<file path="src/hdl/ast_pkg.sv">
// ----------------------------------------------------------------------------
// ast_pkg
// Shared types, constants and lookup tables of the swing and tilt gesture block
// ----------------------------------------------------------------------------
package ast_pkg;

  localparam int GRAV_K        = 3277;
  localparam int SMOOTH_K      = 3604;
  localparam int ENV_QUARTER_G = 1024;
  localparam int CUT_BASE      = 7500;
  localparam int K_BRIGHT      = 10650;
  localparam int K_DARK        = 39322;
  localparam int HALF_TURN_DEG = 11796480;

  localparam int SQRT_STEPS   = 18;
  localparam int CORDIC_STEPS = 16;
  localparam int DIV_STEPS    = 27;

  localparam logic [15:0] SWING_ON_RST  = 16'd2253;
  localparam logic [15:0] SWING_OFF_RST = 16'd1229;
  localparam logic [15:0] COOLDOWN_RST  = 16'd90;
  localparam logic [6:0]  SIDE_DEAD_RST = 7'd6;
  localparam logic [7:0]  SIDE_FULL_RST = 8'd32;
  localparam logic [6:0]  DEPTH_DEAD_RST = 7'd10;
  localparam logic [7:0]  DEPTH_FULL_RST = 8'd45;

  typedef enum logic [2:0] {
    REG_SWING_ON   = 3'd0,
    REG_SWING_OFF  = 3'd1,
    REG_COOLDOWN   = 3'd2,
    REG_SIDE_DEAD  = 3'd3,
    REG_SIDE_FULL  = 3'd4,
    REG_DEPTH_DEAD = 3'd5,
    REG_DEPTH_FULL = 3'd6
  } reg_e;

  typedef enum logic [4:0] {
    OP_NOP, OP_LOAD, OP_GMUL, OP_GUPD, OP_RES, OP_SQM, OP_SQA, OP_SQI, OP_SQS,
    OP_ENV, OP_CINI, OP_CSTP, OP_TINI, OP_DSTP, OP_TFIN, OP_SMUL, OP_SUPD,
    OP_KMUL, OP_KIDX, OP_KMUL2, OP_KMM, OP_KMUL3, OP_KFIN, OP_COMMIT
  } op_e;

  typedef struct packed {
    op_e        op;
    logic [1:0] sel;
    logic [4:0] it;
  } cmd_t;

  typedef struct packed {
    logic tilt_en;
    logic out_free;
  } sts_t;

  function automatic logic signed [26:0] atan_deg(input logic [3:0] i);
    logic signed [26:0] v;
    case (i)
      4'd0:  v = 27'sd2949120;
      4'd1:  v = 27'sd1740967;
      4'd2:  v = 27'sd919879;
      4'd3:  v = 27'sd466945;
      4'd4:  v = 27'sd234379;
      4'd5:  v = 27'sd117266;
      4'd6:  v = 27'sd58666;
      4'd7:  v = 27'sd29335;
      4'd8:  v = 27'sd14668;
      4'd9:  v = 27'sd7334;
      4'd10: v = 27'sd3667;
      4'd11: v = 27'sd1833;
      4'd12: v = 27'sd917;
      4'd13: v = 27'sd458;
      4'd14: v = 27'sd229;
      4'd15: v = 27'sd115;
      default: v = '0;
    endcase
    return v;
  endfunction

  function automatic logic [17:0] exp2_val(input logic [4:0] j);
    logic [17:0] v;
    case (j)
      5'd0:  v = 18'd65536;
      5'd1:  v = 18'd68438;
      5'd2:  v = 18'd71468;
      5'd3:  v = 18'd74632;
      5'd4:  v = 18'd77936;
      5'd5:  v = 18'd81386;
      5'd6:  v = 18'd84990;
      5'd7:  v = 18'd88752;
      5'd8:  v = 18'd92682;
      5'd9:  v = 18'd96785;
      5'd10: v = 18'd101070;
      5'd11: v = 18'd105545;
      5'd12: v = 18'd110218;
      5'd13: v = 18'd115098;
      5'd14: v = 18'd120194;
      5'd15: v = 18'd125515;
      5'd16: v = 18'd131072;
      default: v = '0;
    endcase
    return v;
  endfunction

endpackage

</file>
<file path="src/hdl/ast_in_if.sv">
// ----------------------------------------------------------------------------
// ast_in_if
// Sample channel: accelerometer axes, time and sleep flag
// ----------------------------------------------------------------------------
interface ast_in_if;
  logic               valid;
  logic               ready;
  logic signed [15:0] accel_x;
  logic signed [15:0] accel_y;
  logic signed [15:0] accel_z;
  logic [31:0]        time_ms;
  logic               sleeping;

  modport source(output valid, accel_x, accel_y, accel_z, time_ms, sleeping, input ready);
  modport sink(input valid, accel_x, accel_y, accel_z, time_ms, sleeping, output ready);
endinterface

</file>
<file path="src/hdl/ast_out_if.sv">
// ----------------------------------------------------------------------------
// ast_out_if
// Result channel: swing event and tilt controls
// ----------------------------------------------------------------------------
interface ast_out_if;
  logic               valid;
  logic               ready;
  logic               swing_fire;
  logic [15:0]        swing_energy;
  logic signed [15:0] swing_direction;
  logic               tilts_updated;
  logic signed [15:0] side_tilt;
  logic signed [15:0] depth_tilt;
  logic [13:0]        cutoff_hz;
  logic [14:0]        space_level;

  modport source(output valid, swing_fire, swing_energy, swing_direction, tilts_updated,
                 side_tilt, depth_tilt, cutoff_hz, space_level, input ready);
  modport sink(input valid, swing_fire, swing_energy, swing_direction, tilts_updated,
               side_tilt, depth_tilt, cutoff_hz, space_level, output ready);
endinterface

</file>
<file path="src/hdl/ast_cfg_if.sv">
// ----------------------------------------------------------------------------
// ast_cfg_if
// Configuration write channel
// ----------------------------------------------------------------------------
interface ast_cfg_if;
  logic        valid;
  logic        ready;
  logic [2:0]  index;
  logic [15:0] data;

  modport source(output valid, index, data, input ready);
  modport sink(input valid, index, data, output ready);
endinterface

</file>
<file path="src/hdl/ast_ctrl.sv">
// ----------------------------------------------------------------------------
// ast_ctrl
// Sequencer that steps the datapath through one sample
// ----------------------------------------------------------------------------
module ast_ctrl import ast_pkg::*; (
  input  logic clk_i,
  input  logic rst_ni,
  input  logic in_valid_i,
  output logic in_ready_o,
  input  sts_t sts_i,
  output cmd_t cmd_o
);

  typedef enum logic [22:0] {
    S_IDLE  = 23'(1) << 0,
    S_GMUL  = 23'(1) << 1,
    S_GUPD  = 23'(1) << 2,
    S_RES   = 23'(1) << 3,
    S_SQM   = 23'(1) << 4,
    S_SQA   = 23'(1) << 5,
    S_SQI   = 23'(1) << 6,
    S_SQS   = 23'(1) << 7,
    S_ENV   = 23'(1) << 8,
    S_CINI  = 23'(1) << 9,
    S_CSTP  = 23'(1) << 10,
    S_TINI  = 23'(1) << 11,
    S_DSTP  = 23'(1) << 12,
    S_TFIN  = 23'(1) << 13,
    S_SMUL  = 23'(1) << 14,
    S_SUPD  = 23'(1) << 15,
    S_KMUL  = 23'(1) << 16,
    S_KIDX  = 23'(1) << 17,
    S_KMUL2 = 23'(1) << 18,
    S_KMM   = 23'(1) << 19,
    S_KMUL3 = 23'(1) << 20,
    S_KFIN  = 23'(1) << 21,
    S_DONE  = 23'(1) << 22
  } state_e;

  state_e     state_q, state_d;
  logic [1:0] sel_q, sel_d;
  logic [4:0] it_q, it_d;
  op_e        op;

  always_comb begin
    state_d = state_q;
    sel_d   = sel_q;
    it_d    = it_q;
    op      = OP_NOP;
    case (state_q)
      S_IDLE: begin
        if (in_valid_i) begin
          op      = OP_LOAD;
          sel_d   = 2'd0;
          state_d = S_GMUL;
        end
      end
      S_GMUL: begin op = OP_GMUL; state_d = S_GUPD; end
      S_GUPD: begin op = OP_GUPD; state_d = S_RES; end
      S_RES:  begin op = OP_RES;  state_d = S_SQM; end
      S_SQM:  begin op = OP_SQM;  state_d = S_SQA; end
      S_SQA: begin
        op = OP_SQA;
        if (sel_q == 2'd2) begin
          sel_d   = 2'd0;
          state_d = S_SQI;
        end else begin
          sel_d   = sel_q + 2'd1;
          state_d = S_GMUL;
        end
      end
      S_SQI: begin op = OP_SQI; it_d = '0; state_d = S_SQS; end
      S_SQS: begin
        op = OP_SQS;
        if (it_q == 5'(SQRT_STEPS - 1)) state_d = S_ENV;
        else it_d = it_q + 5'd1;
      end
      S_ENV: begin op = OP_ENV; state_d = S_CINI; end
      S_CINI: begin
        op   = OP_CINI;
        it_d = '0;
        state_d = sts_i.tilt_en ? S_CSTP : S_KMUL;
      end
      S_CSTP: begin
        op = OP_CSTP;
        if (it_q == 5'(CORDIC_STEPS - 1)) state_d = S_TINI;
        else it_d = it_q + 5'd1;
      end
      S_TINI: begin op = OP_TINI; it_d = '0; state_d = S_DSTP; end
      S_DSTP: begin
        op = OP_DSTP;
        if (it_q == 5'(DIV_STEPS - 1)) state_d = S_TFIN;
        else it_d = it_q + 5'd1;
      end
      S_TFIN: begin op = OP_TFIN; state_d = S_SMUL; end
      S_SMUL: begin op = OP_SMUL; state_d = S_SUPD; end
      S_SUPD: begin
        op = OP_SUPD;
        if (sel_q == 2'd1) begin
          sel_d   = 2'd0;
          state_d = S_KMUL;
        end else begin
          sel_d   = 2'd1;
          state_d = S_CINI;
        end
      end
      S_KMUL:  begin op = OP_KMUL;  state_d = S_KIDX; end
      S_KIDX:  begin op = OP_KIDX;  state_d = S_KMUL2; end
      S_KMUL2: begin op = OP_KMUL2; state_d = S_KMM; end
      S_KMM:   begin op = OP_KMM;   state_d = S_KMUL3; end
      S_KMUL3: begin op = OP_KMUL3; state_d = S_KFIN; end
      S_KFIN:  begin op = OP_KFIN;  state_d = S_DONE; end
      S_DONE: begin
        if (sts_i.out_free) begin
          op      = OP_COMMIT;
          state_d = S_IDLE;
        end
      end
      default: state_d = S_IDLE;
    endcase
  end

  always_ff @(posedge clk_i or negedge rst_ni) begin
    if (!rst_ni) begin
      state_q <= S_IDLE;
      sel_q   <= '0;
      it_q    <= '0;
    end else begin
      state_q <= state_d;
      sel_q   <= sel_d;
      it_q    <= it_d;
    end
  end

  assign in_ready_o = (state_q == S_IDLE);
  assign cmd_o.op   = op;
  assign cmd_o.sel  = sel_q;
  assign cmd_o.it   = it_q;

endmodule

</file>
<file path="src/hdl/ast_dp.sv">
// ----------------------------------------------------------------------------
// ast_dp
// Datapath: gravity filters, energy, swing logic, CORDIC, divider, cutoff curve
// ----------------------------------------------------------------------------
module ast_dp import ast_pkg::*; (
  input  logic               clk_i,
  input  logic               rst_ni,
  input  cmd_t               cmd_i,
  output sts_t               sts_o,
  input  logic signed [15:0] accel_x_i,
  input  logic signed [15:0] accel_y_i,
  input  logic signed [15:0] accel_z_i,
  input  logic [31:0]        time_ms_i,
  input  logic               sleeping_i,
  input  logic               cfg_valid_i,
  input  logic [2:0]         cfg_index_i,
  input  logic [15:0]        cfg_data_i,
  input  logic               out_ready_i,
  output logic               out_valid_o,
  output logic               swing_fire_o,
  output logic [15:0]        swing_energy_o,
  output logic signed [15:0] swing_direction_o,
  output logic               tilts_updated_o,
  output logic signed [15:0] side_tilt_o,
  output logic signed [15:0] depth_tilt_o,
  output logic [13:0]        cutoff_hz_o,
  output logic [14:0]        space_level_o
);

  // config
  logic [15:0] on_q, off_q, cool_q;
  logic [6:0]  sdead_q, ddead_q;
  logic [7:0]  sfull_q, dfull_q;

  // state
  logic signed [23:0] grav_q [3];
  logic [15:0]        env_q;
  logic               armed_q;
  logic [31:0]        last_q;
  logic signed [15:0] sm_q [2];
  logic               out_valid_q;
  logic               tilt_en_q;

  // work registers
  logic signed [15:0] acc_q [3];
  logic [31:0]        time_q;
  logic               sleep_q;
  logic signed [17:0] res_q [3];
  logic signed [44:0] prod_q;
  logic [34:0]        sum_q;
  logic [34:0]        sq_n_q, sq_bit_q;
  logic [35:0]        sq_r_q;
  logic [15:0]        energy_q;
  logic signed [15:0] dir_q;
  logic               fire_q;
  logic signed [26:0] cx_q, cy_q, cz_q;
  logic               zero_q, full_q;
  logic [9:0]         d4_q, rem_q;
  logic [26:0]        num_q;
  logic signed [15:0] tgt_q;
  logic signed [19:0] p_q;
  logic [17:0]        m_q;
  logic [13:0]        cut_q;
  logic [14:0]        space_q;

  // output registers
  logic               o_fire_q, o_upd_q;
  logic [15:0]        o_energy_q;
  logic signed [15:0] o_dir_q, o_side_q, o_depth_q;
  logic [13:0]        o_cut_q;
  logic [14:0]        o_space_q;

  logic signed [15:0] a_sel;
  logic signed [23:0] g_sel;
  logic signed [17:0] r_sel;
  logic signed [15:0] s_sel;
  logic signed [25:0] gdiff, mul_a;
  logic signed [18:0] mul_b;
  logic signed [28:0] gstep;
  logic signed [29:0] gsum;
  logic signed [23:0] gnew;
  logic signed [16:0] ground;
  logic [35:0]        sq_t;
  logic [15:0]        e;
  logic signed [17:0] ediff, env_sum;
  logic [15:0]        env_new;
  logic [17:0]        arx, ary;
  logic signed [17:0] dsel;
  logic signed [15:0] dir_new;
  logic signed [23:0] g_ang;
  logic signed [26:0] x0, y0, xs, ys;
  logic [3:0]         ci;
  logic [26:0]        mag;
  logic [22:0]        dead;
  logic [6:0]         dead_deg;
  logic [7:0]         full_deg;
  logic [8:0]         fdiff;
  logic [10:0]        rem_sh;
  logic [14:0]        tmag;
  logic signed [16:0] sdiff, sstep;
  logic signed [17:0] ssum;
  logic signed [15:0] snew;
  logic [4:0]         ej;
  logic [17:0]        ex_lo, ex_hi, ex_d;
  logic signed [5:0]  n6, nc;
  logic [5:0]         sh;
  logic [37:0]        vround;
  logic [37:0]        vout;
  logic [13:0]        cut_new;
  logic signed [16:0] half;

  assign a_sel = acc_q[cmd_i.sel];
  assign g_sel = grav_q[cmd_i.sel];
  assign r_sel = res_q[cmd_i.sel];
  assign s_sel = sm_q[cmd_i.sel[0]];

  // gravity low-pass
  assign gdiff = $signed({{2{a_sel[15]}}, a_sel, 8'h00}) - 26'(g_sel);
  assign gstep = 29'((prod_q + 45'sd32768) >>> 16);
  assign gsum  = 30'(g_sel) + 30'(gstep);
  always_comb begin
    if (gsum > 30'sd8388607) gnew = 24'sd8388607;
    else if (gsum < -30'sd8388608) gnew = -24'sd8388608;
    else gnew = gsum[23:0];
  end
  assign ground = 17'((25'(g_sel) + 25'sd128) >>> 8);

  // square root step
  assign sq_t = sq_r_q + {1'b0, sq_bit_q};

  // energy, envelope, direction
  assign e       = (sq_r_q > 36'd65535) ? 16'hFFFF : sq_r_q[15:0];
  assign ediff   = $signed({2'b00, e}) - $signed({2'b00, env_q});
  assign env_sum = $signed({2'b00, env_q}) + ((ediff + 18'sd2) >>> 2);
  always_comb begin
    if (env_sum < 18'sd0) env_new = '0;
    else if (env_sum > 18'sd65535) env_new = 16'hFFFF;
    else env_new = env_sum[15:0];
  end
  assign arx  = res_q[0][17] ? 18'(-res_q[0]) : 18'(res_q[0]);
  assign ary  = res_q[1][17] ? 18'(-res_q[1]) : 18'(res_q[1]);
  assign dsel = (arx >= ary) ? res_q[0] : res_q[1];
  always_comb begin
    if (dsel > 18'sd32767) dir_new = 16'sd32767;
    else if (dsel < -18'sd32768) dir_new = -16'sd32768;
    else dir_new = dsel[15:0];
  end

  // cordic
  assign g_ang = cmd_i.sel[0] ? grav_q[1] : grav_q[0];
  assign x0    = 27'(grav_q[2]);
  assign y0    = -27'(g_ang);
  assign ci    = cmd_i.it[3:0];
  assign xs    = cx_q >>> ci;
  assign ys    = cy_q >>> ci;

  // tilt target
  assign dead_deg = cmd_i.sel[0] ? ddead_q : sdead_q;
  assign full_deg = cmd_i.sel[0] ? dfull_q : sfull_q;
  assign mag      = cz_q[26] ? 27'(-cz_q) : 27'(cz_q);
  assign dead     = {dead_deg, 16'h0000};
  assign fdiff    = {1'b0, full_deg} - {2'b00, dead_deg};
  assign rem_sh   = {rem_q, num_q[26]};
  always_comb begin
    if (zero_q) tmag = '0;
    else if (full_q || num_q > 27'd16384) tmag = 15'd16384;
    else tmag = num_q[14:0];
  end

  // smoothing
  assign sdiff = 17'(tgt_q) - 17'(s_sel);
  assign sstep = 17'((prod_q + 45'sd32768) >>> 16);
  assign ssum  = 18'(s_sel) + 18'(sstep);
  always_comb begin
    if (ssum > 18'sd16384) snew = 16'sd16384;
    else if (ssum < -18'sd16384) snew = -16'sd16384;
    else snew = ssum[15:0];
  end

  // cutoff curve
  assign ej    = {1'b0, p_q[15:12]};
  assign ex_lo = exp2_val(ej);
  assign ex_hi = exp2_val(ej + 5'd1);
  assign ex_d  = ex_hi - ex_lo;
  assign n6    = 6'(p_q >>> 16);
  always_comb begin
    if (n6 > 6'sd0) nc = '0;
    else if (n6 < -6'sd20) nc = -6'sd20;
    else nc = n6;
  end
  assign sh     = 6'd16 - 6'(nc);
  assign vround = prod_q[37:0] + (38'd1 << (sh - 6'd1));
  assign vout   = vround >> sh;
  assign cut_new = (vout > 38'd16383) ? 14'h3FFF : vout[13:0];
  assign half    = (17'(sm_q[1]) + 17'sd1) >>> 1;

  // shared multiplier
  always_comb begin
    mul_a = '0;
    mul_b = '0;
    case (cmd_i.op)
      OP_GMUL: begin mul_a = gdiff; mul_b = 19'(GRAV_K); end
      OP_SQM:  begin mul_a = 26'(r_sel); mul_b = 19'(r_sel); end
      OP_SMUL: begin mul_a = 26'(sdiff); mul_b = 19'(SMOOTH_K); end
      OP_KMUL: begin
        mul_a = 26'(sm_q[0]);
        mul_b = sm_q[0][15] ? 19'(K_DARK) : 19'(K_BRIGHT);
      end
      OP_KMUL2: begin mul_a = 26'(ex_d); mul_b = $signed({7'd0, p_q[11:0]}); end
      OP_KMUL3: begin mul_a = 26'(m_q); mul_b = 19'(CUT_BASE); end
      default: begin mul_a = '0; mul_b = '0; end
    endcase
  end

  always_ff @(posedge clk_i) begin
    prod_q <= mul_a * mul_b;
    case (cmd_i.op)
      OP_LOAD: begin
        acc_q[0] <= accel_x_i;
        acc_q[1] <= accel_y_i;
        acc_q[2] <= accel_z_i;
        time_q   <= time_ms_i;
        sleep_q  <= sleeping_i;
      end
      OP_RES: res_q[cmd_i.sel] <= 18'(a_sel) - 18'(ground);
      OP_SQA: sum_q <= ((cmd_i.sel == 2'd0) ? 35'd0 : sum_q) + prod_q[34:0];
      OP_SQI: begin
        sq_n_q   <= sum_q;
        sq_r_q   <= '0;
        sq_bit_q <= 35'(1) << 34;
      end
      OP_SQS: begin
        if ({1'b0, sq_n_q} >= sq_t) begin
          sq_n_q <= sq_n_q - sq_t[34:0];
          sq_r_q <= (sq_r_q >> 1) + {1'b0, sq_bit_q};
        end else begin
          sq_r_q <= sq_r_q >> 1;
        end
        sq_bit_q <= sq_bit_q >> 2;
      end
      OP_ENV: begin
        energy_q <= e;
        dir_q    <= dir_new;
      end
      OP_CINI: begin
        if (x0 < 27'sd0) begin
          cz_q <= (y0 >= 27'sd0) ? 27'(HALF_TURN_DEG) : -27'(HALF_TURN_DEG);
          cx_q <= -x0;
          cy_q <= -y0;
        end else begin
          cz_q <= '0;
          cx_q <= x0;
          cy_q <= y0;
        end
      end
      OP_CSTP: begin
        if (cy_q > 27'sd0) begin
          cx_q <= cx_q + ys;
          cy_q <= cy_q - xs;
          cz_q <= cz_q + atan_deg(ci);
        end else begin
          cx_q <= cx_q - ys;
          cy_q <= cy_q + xs;
          cz_q <= cz_q - atan_deg(ci);
        end
      end
      OP_TINI: begin
        zero_q <= (mag <= {4'd0, dead});
        full_q <= (full_deg <= {1'b0, dead_deg});
        d4_q   <= {fdiff[7:0], 2'b00};
        num_q  <= mag - {4'd0, dead};
        rem_q  <= '0;
      end
      OP_DSTP: begin
        if (rem_sh >= {1'b0, d4_q}) begin
          rem_q <= 10'(rem_sh - {1'b0, d4_q});
          num_q <= {num_q[25:0], 1'b1};
        end else begin
          rem_q <= rem_sh[9:0];
          num_q <= {num_q[25:0], 1'b0};
        end
      end
      OP_TFIN: tgt_q <= cz_q[26] ? -$signed({1'b0, tmag}) : $signed({1'b0, tmag});
      OP_KIDX: p_q <= 20'((prod_q + 45'sd2048) >>> 12);
      OP_KMM:  m_q <= ex_lo + 18'(prod_q >>> 12);
      OP_KFIN: begin
        cut_q   <= cut_new;
        space_q <= 15'(17'sd8192 + half);
      end
      OP_COMMIT: begin
        o_fire_q   <= fire_q;
        o_energy_q <= energy_q;
        o_dir_q    <= dir_q;
        o_upd_q    <= tilt_en_q;
        o_side_q   <= sm_q[0];
        o_depth_q  <= sm_q[1];
        o_cut_q    <= cut_q;
        o_space_q  <= space_q;
      end
      default: ;
    endcase
  end

  always_ff @(posedge clk_i or negedge rst_ni) begin
    if (!rst_ni) begin
      on_q        <= SWING_ON_RST;
      off_q       <= SWING_OFF_RST;
      cool_q      <= COOLDOWN_RST;
      sdead_q     <= SIDE_DEAD_RST;
      sfull_q     <= SIDE_FULL_RST;
      ddead_q     <= DEPTH_DEAD_RST;
      dfull_q     <= DEPTH_FULL_RST;
      grav_q[0]   <= '0;
      grav_q[1]   <= '0;
      grav_q[2]   <= 24'sd1048576;
      env_q       <= '0;
      armed_q     <= 1'b1;
      last_q      <= '0;
      sm_q[0]     <= '0;
      sm_q[1]     <= '0;
      out_valid_q <= 1'b0;
      tilt_en_q   <= 1'b0;
      fire_q      <= 1'b0;
    end else begin
      if (cfg_valid_i) begin
        case (reg_e'(cfg_index_i))
          REG_SWING_ON:   on_q    <= cfg_data_i;
          REG_SWING_OFF:  off_q   <= cfg_data_i;
          REG_COOLDOWN:   cool_q  <= cfg_data_i;
          REG_SIDE_DEAD:  sdead_q <= cfg_data_i[6:0];
          REG_SIDE_FULL:  sfull_q <= cfg_data_i[7:0];
          REG_DEPTH_DEAD: ddead_q <= cfg_data_i[6:0];
          REG_DEPTH_FULL: dfull_q <= cfg_data_i[7:0];
          default: ;
        endcase
      end
      if (out_valid_q && out_ready_i) out_valid_q <= 1'b0;
      case (cmd_i.op)
        OP_GUPD: grav_q[cmd_i.sel] <= gnew;
        OP_ENV: begin
          env_q     <= env_new;
          tilt_en_q <= !sleep_q && (env_new < 16'(ENV_QUARTER_G));
          fire_q    <= 1'b0;
          if (!sleep_q) begin
            if (armed_q && e > on_q && (time_q - last_q) > {16'd0, cool_q}) begin
              armed_q <= 1'b0;
              last_q  <= time_q;
              fire_q  <= 1'b1;
            end else if (e < off_q) begin
              armed_q <= 1'b1;
            end
          end
        end
        OP_SUPD:   sm_q[cmd_i.sel[0]] <= snew;
        OP_COMMIT: out_valid_q <= 1'b1;
        default: ;
      endcase
    end
  end

  assign sts_o.tilt_en  = tilt_en_q;
  assign sts_o.out_free = !out_valid_q || out_ready_i;

  assign out_valid_o       = out_valid_q;
  assign swing_fire_o      = o_fire_q;
  assign swing_energy_o    = o_energy_q;
  assign swing_direction_o = o_dir_q;
  assign tilts_updated_o   = o_upd_q;
  assign side_tilt_o       = o_side_q;
  assign depth_tilt_o      = o_depth_q;
  assign cutoff_hz_o       = o_cut_q;
  assign space_level_o     = o_space_q;

endmodule

</file>
<file path="src/hdl/accel_swing_and_tilt_gesture.sv">
// ----------------------------------------------------------------------------
// accel_swing_and_tilt_gesture
// Swing detection and gravity tilt controls from one accelerometer sample
// A new sample is taken only in idle, after the previous result is committed;
// tilt steps run only when the tilts update. One shared multiplier, an 18-step
// square root, and per angle a 16-step CORDIC and a 27-step divider do the work.
// Reset: registers at defaults, gravity at 1 g on z, filters cleared, swing armed.
// ----------------------------------------------------------------------------
module accel_swing_and_tilt_gesture import ast_pkg::*; (
  input logic       clk_i,
  input logic       rst_ni,
  ast_in_if.sink    in_i,
  ast_out_if.source out_o,
  ast_cfg_if.sink   cfg_i
);

  cmd_t cmd;
  sts_t sts;
  logic in_ready;

  assign in_i.ready  = in_ready;
  assign cfg_i.ready = 1'b1;

  ast_ctrl u_ctrl (
    .clk_i      (clk_i),
    .rst_ni     (rst_ni),
    .in_valid_i (in_i.valid),
    .in_ready_o (in_ready),
    .sts_i      (sts),
    .cmd_o      (cmd)
  );

  ast_dp u_dp (
    .clk_i             (clk_i),
    .rst_ni            (rst_ni),
    .cmd_i             (cmd),
    .sts_o             (sts),
    .accel_x_i         (in_i.accel_x),
    .accel_y_i         (in_i.accel_y),
    .accel_z_i         (in_i.accel_z),
    .time_ms_i         (in_i.time_ms),
    .sleeping_i        (in_i.sleeping),
    .cfg_valid_i       (cfg_i.valid),
    .cfg_index_i       (cfg_i.index),
    .cfg_data_i        (cfg_i.data),
    .out_ready_i       (out_o.ready),
    .out_valid_o       (out_o.valid),
    .swing_fire_o      (out_o.swing_fire),
    .swing_energy_o    (out_o.swing_energy),
    .swing_direction_o (out_o.swing_direction),
    .tilts_updated_o   (out_o.tilts_updated),
    .side_tilt_o       (out_o.side_tilt),
    .depth_tilt_o      (out_o.depth_tilt),
    .cutoff_hz_o       (out_o.cutoff_hz),
    .space_level_o     (out_o.space_level)
  );

endmodule
</file>
<file path="src/flat_wrapper.sv">
// flat-port wrapper written by rule: the top's interface ports become plain ports
module accel_swing_and_tilt_gesture_flat import ast_pkg::*;
  (clk_i, rst_ni, in_i_valid, in_i_accel_x, in_i_accel_y, in_i_accel_z, in_i_time_ms, in_i_sleeping, in_i_ready, out_o_valid, out_o_swing_fire, out_o_swing_energy, out_o_swing_direction, out_o_tilts_updated, out_o_side_tilt, out_o_depth_tilt, out_o_cutoff_hz, out_o_space_level, out_o_ready, cfg_i_valid, cfg_i_index, cfg_i_data, cfg_i_ready);
  ast_in_if in_i_i ();
  ast_out_if out_o_i ();
  ast_cfg_if cfg_i_i ();
  input logic clk_i;
  input logic rst_ni;
  input wire logic [$bits(in_i_i.valid)-1:0] in_i_valid;
  input wire logic [$bits(in_i_i.accel_x)-1:0] in_i_accel_x;
  input wire logic [$bits(in_i_i.accel_y)-1:0] in_i_accel_y;
  input wire logic [$bits(in_i_i.accel_z)-1:0] in_i_accel_z;
  input wire logic [$bits(in_i_i.time_ms)-1:0] in_i_time_ms;
  input wire logic [$bits(in_i_i.sleeping)-1:0] in_i_sleeping;
  output wire logic [$bits(in_i_i.ready)-1:0] in_i_ready;
  output wire logic [$bits(out_o_i.valid)-1:0] out_o_valid;
  output wire logic [$bits(out_o_i.swing_fire)-1:0] out_o_swing_fire;
  output wire logic [$bits(out_o_i.swing_energy)-1:0] out_o_swing_energy;
  output wire logic [$bits(out_o_i.swing_direction)-1:0] out_o_swing_direction;
  output wire logic [$bits(out_o_i.tilts_updated)-1:0] out_o_tilts_updated;
  output wire logic [$bits(out_o_i.side_tilt)-1:0] out_o_side_tilt;
  output wire logic [$bits(out_o_i.depth_tilt)-1:0] out_o_depth_tilt;
  output wire logic [$bits(out_o_i.cutoff_hz)-1:0] out_o_cutoff_hz;
  output wire logic [$bits(out_o_i.space_level)-1:0] out_o_space_level;
  input wire logic [$bits(out_o_i.ready)-1:0] out_o_ready;
  input wire logic [$bits(cfg_i_i.valid)-1:0] cfg_i_valid;
  input wire logic [$bits(cfg_i_i.index)-1:0] cfg_i_index;
  input wire logic [$bits(cfg_i_i.data)-1:0] cfg_i_data;
  output wire logic [$bits(cfg_i_i.ready)-1:0] cfg_i_ready;
  assign in_i_i.valid = in_i_valid;
  assign in_i_i.accel_x = in_i_accel_x;
  assign in_i_i.accel_y = in_i_accel_y;
  assign in_i_i.accel_z = in_i_accel_z;
  assign in_i_i.time_ms = in_i_time_ms;
  assign in_i_i.sleeping = in_i_sleeping;
  assign in_i_ready = in_i_i.ready;
  assign out_o_valid = out_o_i.valid;
  assign out_o_swing_fire = out_o_i.swing_fire;
  assign out_o_swing_energy = out_o_i.swing_energy;
  assign out_o_swing_direction = out_o_i.swing_direction;
  assign out_o_tilts_updated = out_o_i.tilts_updated;
  assign out_o_side_tilt = out_o_i.side_tilt;
  assign out_o_depth_tilt = out_o_i.depth_tilt;
  assign out_o_cutoff_hz = out_o_i.cutoff_hz;
  assign out_o_space_level = out_o_i.space_level;
  assign out_o_i.ready = out_o_ready;
  assign cfg_i_i.valid = cfg_i_valid;
  assign cfg_i_i.index = cfg_i_index;
  assign cfg_i_i.data = cfg_i_data;
  assign cfg_i_ready = cfg_i_i.ready;
  accel_swing_and_tilt_gesture u_core (.clk_i(clk_i), .rst_ni(rst_ni), .in_i(in_i_i), .out_o(out_o_i), .cfg_i(cfg_i_i));
endmodule
</file>
<file path="config.mk">
export PLATFORM = sky130hd
export DESIGN_NAME = accel_swing_and_tilt_gesture_flat
export DESIGN_NICKNAME = d
export VERILOG_FILES = /design/src/hdl/ast_pkg.sv /design/src/hdl/ast_in_if.sv /design/src/hdl/ast_out_if.sv /design/src/hdl/ast_cfg_if.sv /design/src/hdl/ast_ctrl.sv /design/src/hdl/ast_dp.sv /design/src/hdl/accel_swing_and_tilt_gesture.sv /design/src/flat_wrapper.sv
export SDC_FILE = /design/constraint.sdc
export NUM_CORES = 2
export LEC_CHECK = 0
export BUFFER_PORTS_ARGS = -buffer_cell sky130_fd_sc_hd__buf_2
export CAP_MARGIN = 10
export CELL_PAD_IN_SITES_DETAIL_PLACEMENT = 0
export CELL_PAD_IN_SITES_GLOBAL_PLACEMENT = 2
export CORE_UTILIZATION = 42
export CTS_CLUSTER_DIAMETER = 60
export DETAILED_ROUTE_END_ITERATION = 10
export GPL_TIMING_DRIVEN = 1
export PLACE_DENSITY_LB_ADDON = 0.1
export SETUP_SLACK_MARGIN = 0.5
export SYNTH_ARGS = -nofsm -noshare
export SYNTH_HDL_FRONTEND = slang
export SYNTH_HIERARCHICAL = 1
export SYNTH_SLANG_ARGS = --single-unit
</file>
<file path="constraint.sdc">
create_clock -name clk_i -period 15.45 [get_ports clk_i]
set_input_delay 0.7725 -clock clk_i [delete_from_list [all_inputs] [get_ports clk_i]]
set_output_delay 0.7725 -clock clk_i [all_outputs]
set_load 0.005 [all_outputs]
</file>
Yosys cells after proc, flatten, opt, wreduce, memory -nomap -nowiden
Memory sizes are Yosys's and may differ from the RTL's. A register that Yosys moved wholly into a read port is not among the register bits. Index checks and enable logic that the tools add are counted.

Bitwise logic cells: 3. Shifts and indexed selects: 4. Add/sub/neg operators: 42. Equal/unequal tests: 66. Order comparisons: 29. Multipliers: 1. Reduce and logical (&&, ||, !) cells: 33. Muxes and demuxes: 90.

Operators with widths (count): $pmux W23 S23 (1); $mux W27 (12); $pmux W27 S2 (4); $mux W16 (11); $pmux W26 S6 (1); $mux W24 (6); $pmux W35 S2 (2); $mux W23 (5); $pmux W5 S23 (1); $pmux W19 S6 (1); $add A27 B27 Y27 (3); $sub A27 B27 Y27 (3); $bwmux W72 (1); $pmux W36 S2 (1); $mux W35 (2); $mux W18 (3); $neg A24 Y27 (2); $neg A27 Y27 (2); $sshr A27 B4 Y27 (2); $eq A5 B5 Y1 const B (10); $bmux W24 S2 (1); $demux W24 S2 (1); $add A45 B17 Y45 const B (1); $eq A5 B4 Y1 const B (9); other kinds (124) (183).

Input port bits: 105. Memory bits (read-only): 1856. Memories kept: 6. Logic and storage cells: 326. Bits in registers: 821. Memory bits (writable): 102. Output and inout port bits: 98.

Memories: (name not given) (depth 32, width 18, read ports 1, clocked after Yosys merged registers in 0, write ports 0, RTL line ast_pkg.sv:80) `case (j)`; (name not given) (depth 32, width 18, read ports 1, clocked after Yosys merged registers in 1, write ports 0, RTL line ast_pkg.sv:80); (name not given) (depth 16, width 22, read ports 1, clocked after Yosys merged registers in 0, write ports 0, RTL line ast_pkg.sv:56) `case (i)`; (name not given) (depth 16, width 22, read ports 1, clocked after Yosys merged registers in 0, write ports 0, RTL line ast_pkg.sv:56); u_core.u_dp.res_q (depth 3, width 18, read ports 3, clocked after Yosys merged registers in 0, write ports 1, RTL line ast_dp.sv:48) `logic signed [17:0] res_q [3];`; u_core.u_dp.acc_q (depth 3, width 16, read ports 1, clocked after Yosys merged registers in 0, write ports 3, RTL line ast_dp.sv:45) `logic signed [15:0] acc_q [3];`.

Longest topological paths before layout
Depth in word-level cells: 10. Depth in mapped cells: 54.

Hierarchy
Netlist, hierarchy kept.

Modules (own cells, without submodules): ast_dp (instances 1, area each 85383.1 um^2, sequential area each 25578.3 um^2, cells an instance 9198); ast_ctrl (instances 1, area each 2104.5 um^2, sequential area each 752.0 um^2, cells an instance 230); accel_swing_and_tilt_gesture (instances 1, area each 11.3 um^2, sequential area each 0.0 um^2, cells an instance 2).

Worst setup path before layout
No wires, ideal clock.

Path kind: reg-to-reg. Start point: reg u_core.u_ctrl.sel_q[0]. End point: reg u_core.u_dp.prod_q[44]. Buffers on the path: 11. Data arrival time: 12.793 ns. Cell stages (with the launch flop): 53. Library setup time: 0.123 ns. Period minus slack after synthesis: 12.916 ns. Slack: 2.534 ns. Data required time: 15.327 ns. Path through: dfrtp_1 buf_2 buf_2 buf_2 buf_2 buf_2 buf_2 buf_2 buf_2 buf_1 buf_1 mux2_2 ha_1 inv_1 fa_1 a21o_1 a21oi_1 o21bai_1 [17 not listed] fa_1 fa_1 inv_1 fa_1 inv_1 ha_1 a211o_1 or3_1 o2111ai_1 a21o_1 a211o_1 a31oi_1 or4_1 a31oi_1 o21ai_0 a2111oi_0 nor3_1 xnor2_1.

Longest elaborated chain between the ends: 7.

RTL lines: from (decl) (RTL line ast_ctrl.sv:41) `logic [1:0] sel_q, sel_d;`; from (signal assigned) (RTL line ast_ctrl.sv:130) `sel_q <= sel_d;`; $not A2 Y3 (implied by the code) / $not A1 Y2 (equally long branches) (RTL line ast_dp.sv:113, ast_dp.sv:115); $bmux W24 S2 / $mux W16 (equally long branches) (RTL line ast_dp.sv:113, ast_dp.sv:115); $mux W24 (implied by the code) / $mux W16 (equally long branches) (2 in series) (RTL line ast_dp.sv:113, ast_dp.sv:115); $sub A24 B24 Y25 / $sub A16 B16 Y17 (equally long branches) (RTL line ast_dp.sv:118, ast_dp.sv:171); $pmux W26 S6 (RTL line ast_dp.sv:201) `case (cmd_i.op)`; $mul A26 B19 Y45 (*) (RTL line ast_dp.sv:216) `prod_q <= mul_a * mul_b;`; to (signal assigned) (RTL line ast_dp.sv:216); to (decl) (RTL line ast_dp.sv:49) `logic signed [44:0] prod_q;`.

Every way passes the cells marked *; elsewhere a longest branch is shown, timed or not. The select of a mux whose other input is x is not followed. A chain may end at the register's enable or synchronous reset.

==> reports/summary.txt <==
Crit end category: register
Fin Hold WS: 0.1492 ns
Placed wire-length estimate: 238100 µm
Sequential element share of the synthesized area: 30.09%
Sw Ratio: 39.84%
Power share of the combinational group: 38.2%
Slack of the worst reg-to-reg path: 1.89 ns
Clock Tree Buf Depth: 3
Switching power of the nets: 4.153 mW
Synth Area in Compound Gates: 15.33%
Number of global-route vias before repair: 69410
Setup Skew: 0.04061 ns
Resized cells post-CTS: 0
Pin count of the biggest net entering global routing: 77
Synth Area in XOR/XNOR: 7.067%
Startpoint types: register
Met2 usage: 44.08%
Crit. Startpoint: u_core/u_ctrl/state_q[20]$_DFFE_PN0P_
Period Utilization, post-route: 87.77%
Slew HR: 21.66%
Crit path DAT: 14.22 ns
CP required: 16.11 ns
R2r endpoint: u_core/u_dp/prod_q[44]$_DFF_P_
Remaining routing DRC violations: 0
Initial antenna violation count: 11
RSZ-0062 raised after global routing: no
#FFs+latches synth: 940
Internal power: 6.270 mW
CTS tree: yes
Final Slew Violations: 0
H-tree depth: 4
Critical path's most frequent cell: fa_1
GR Util met1: 40.06%
Core Box Area: 207100 µm²
Status: finished clean
Min Tclk post-route: 13.56 ns
Slowest CP cell: nor2_1
GR Overflow Total: 0
Wire length of the first global-routing pass: 449300 µm
Max Freq: 73.74 MHz
Total Neg Setup Slack: 0 ns
Grt met3 use: 3.928%
Async set-reset flop share out of synthesis: 28.09%
Die width: 458.4 µm
Clk Latency, worst-skew pair: 0.81 ns
Die area: 210200 µm²
Cell taking the most area after synthesis: edfxtp_1
Worst Path Class, Setup: register to register
I/O pins: 203
GRT Util Overall: 28.32%
Hold EP: u_core/u_dp/acc_q[0][11]$_DFFE_PN_
Max-cap violation count: 0
Layout cells sized above 1: 9.776%
Total Wirelength: 299000 µm
Top cells by area, synth: edfxtp_1 (21%), fa_1 (11%), ha_1 (9.6%), dfrtp_1 (6.7%), nand2_1 (4.5%)
Die H: 458.4 µm
PnR worst setup slack: 1.890 ns
Post-synthesis adder-cell area fraction: 20.87%
Clock power share: 30.6%
Final design utilization: 46.69%
CP max FO: 15
Hold WC Path Type: input pin to register
Fillers: 19910
Post-Synth Simple-Gate Area: 16.12%
CTS root buf: clkbuf_16
WL per Instance: 23.90 µm
Max VDD drop: 121.5 µV
# setup viols final: 0
Dpl ws: 1.875 ns
Nets: 10860
Most used DFF post-synth: edfxtp_1
Final Hold Fails: 0
Mapped Cells: 9430
PwrDens: 107.8 nW/µm²
Area delta synth->final: 10.50%
Vias/cell: 5.670
Number of synthesized flops with an enable pin: 615
YS warnings: 6
Row count: 167
Starting DRT DRC Count: 5755
Clk sinks: 940
Crit-path max cell delay: 0.93 ns
R2R depth: 39
CTS buffer count: 138
Most Crowded Layer GR: met2
Count of cell types in the netlist: 127
Reg power frac: 31.2%
Clock-pin slew on the worst setup and hold paths: 0.06 ns
RR Startpoint: u_core/u_ctrl/state_q[20]$_DFFE_PN0P_
Main combinational cell family by area after synthesis: adder cells
Pre-antenna DRT Iters: 6
Final GP Congestion: 0.9174
Worst slew pin tran: 1.163 ns
Vias post-DR: 70920
Starting Density: 42.26%
Hold path depth: 1
Min-delay src: in_i_accel_x[11]
Port Buf Inserts: 201
Leakage: 41.36 nW
Synth Area per Inst: 9.279 µm²
Mapped cell area: 87500 µm²
Mux contribution to synthesized area: 5.166%
Antenna viol nets, final: 0
Share of the synthesized area in the top cell type: 21.11%
[cells in the mapped netlist, types with 29 or more instances]
master / n
a211oi_1: 96
a21boi_0: 29
a21o_1: 158
a21oi_1: 511
a31oi_1: 84
and2_1: 108
and3_1: 74
buf_1: 38
buf_2: 39
clkbuf_1: 267
dfrtp_1: 236
dfxtp_1: 61
edfxtp_1: 615
fa_1: 494
ha_1: 669
inv_1: 861
mux2_2: 107
mux2i_1: 161
mux4_2: 75
nand2_1: 1053
nand2b_1: 117
nand3_1: 192
nand4_1: 70
nor2_1: 702
nor2b_1: 151
nor3_1: 173
nor3b_1: 39
nor4_1: 50
o211ai_1: 39
o21a_1: 74
o21ai_0: 572
o21bai_1: 49
o22ai_1: 37
o31ai_1: 70
or2_2: 34
or3_1: 82
xnor2_1: 426
xor2_1: 280
[power groups by stage]
stage                     sequential [mW]  combinational, mW  clock [mW]
after global routing                 3.27               4.36        3.37
after CTS                            3.25               3.95        3.28
after floorplan                      3.23               2.60           0
after global placement               3.29               3.89           0
after detailed placement             3.29               3.92           0
final                                3.25               3.98        3.19
[metal layers]
layer	wire length, µm	vias up
li1	-	33580
met1	138500	35200
met2	134000	1791
met3	15220	350
met4	11160	6
met5	32	-
[worst max-delay path: cells and delay by family, from the launching register on]
family / cells / cell delay [ns]
flops: 1 / 0.45
buf+inv: 7 / 1.06
simple gates: 13 / 5.35
fa+ha+maj: 8 / 3.82
xor+xnor: 1 / 0.15
compound gates: 10 / 2.58
[worst max path at each step]
stage                                      to  cells after the start
6_report       u_core/u_dp/prod_q[44]$_DFF_P_                     39
3_5_place_dp   u_core/u_dp/prod_q[44]$_DFF_P_                     39
3_3_place_gp   u_core/u_dp/prod_q[44]$_DFF_P_                     39
4_1_cts        u_core/u_dp/prod_q[44]$_DFF_P_                     39
2_1_floorplan  u_core/u_dp/prod_q[44]$_DFF_P_                     52
5_1_grt        u_core/u_dp/prod_q[44]$_DFF_P_                     39
[logic make-up after synthesis]
logic type      count (synthesis)
buf+inv                      1223
xor+xnor                      706
fa+ha+maj                    1163
mux                           344
other cells                     3
simple gates                 2965
compound gates               2086
flops                         940
[timing repair]
| action | CTS | global route |
|---|---|---|
| buffers inserted | 0 | 0 |
| endpoints found under the setup margin | 0 | 0 |
| hold buffers | 1 | 0 |
| hold endpoints to repair | 58 | 0 |
[cell type report]
| cell class | count | area [µm²] | share of cell area [%] |
|---|---|---|---|
| Timing Repair Buffer | 342 | 2081 | 2.152 |
| Clock inverter | 95 | 943.4 | 0.9757 |
| Inverter | 870 | 3266 | 3.377 |
| Antenna cell | 14 | 35.03 | 0.03623 |
| Clock buffer | 162 | 3670 | 3.795 |
| Multi-Input combinational cell | 7298 | 56860 | 58.81 |
| Tap cell | 2788 | 3488 | 3.608 |
| Sequential cell | 940 | 26350 | 27.25 |
[placed cells by master (no fill, tap or decap), types with 230 or more instances in the layout]
cell type,Yosys,layout
a21oi_1,511,509
dfrtp_1,236,230
edfxtp_1,615,615
fa_1,494,494
ha_1,669,669
inv_1,861,860
nand2_1,1053,1052
nor2_1,702,693
o21ai_0,572,570
xnor2_1,426,425
xor2_1,280,279
[state kept, by name, summed over array words and instances, names as in the netlist, 32 cells and up]
signal	flops
u_core/u_dp/grav_q	72
u_core/u_dp/res_q	72
u_core/u_dp/acc_q	48
u_core/u_dp/prod_q	45
u_core/u_dp/sq_r_q	36
u_core/u_dp/sq_n_q	35
u_core/u_dp/sum_q	35
u_core/u_dp/last_q	32
u_core/u_dp/sm_q	32
u_core/u_dp/time_q	32
[metrics by stage]
step,total power [mW],instance area [µm²],cells
2_1_floorplan,5.828,87620,9461
4_1_cts,10.48,96640,12490
6_report,10.42,96690,12510
3_3_place_gp,7.186,92020,12240
5_1_grt,11.00,96660,12500
3_5_place_dp,7.216,92020,12240
Power figures use the tool's default switching activity.
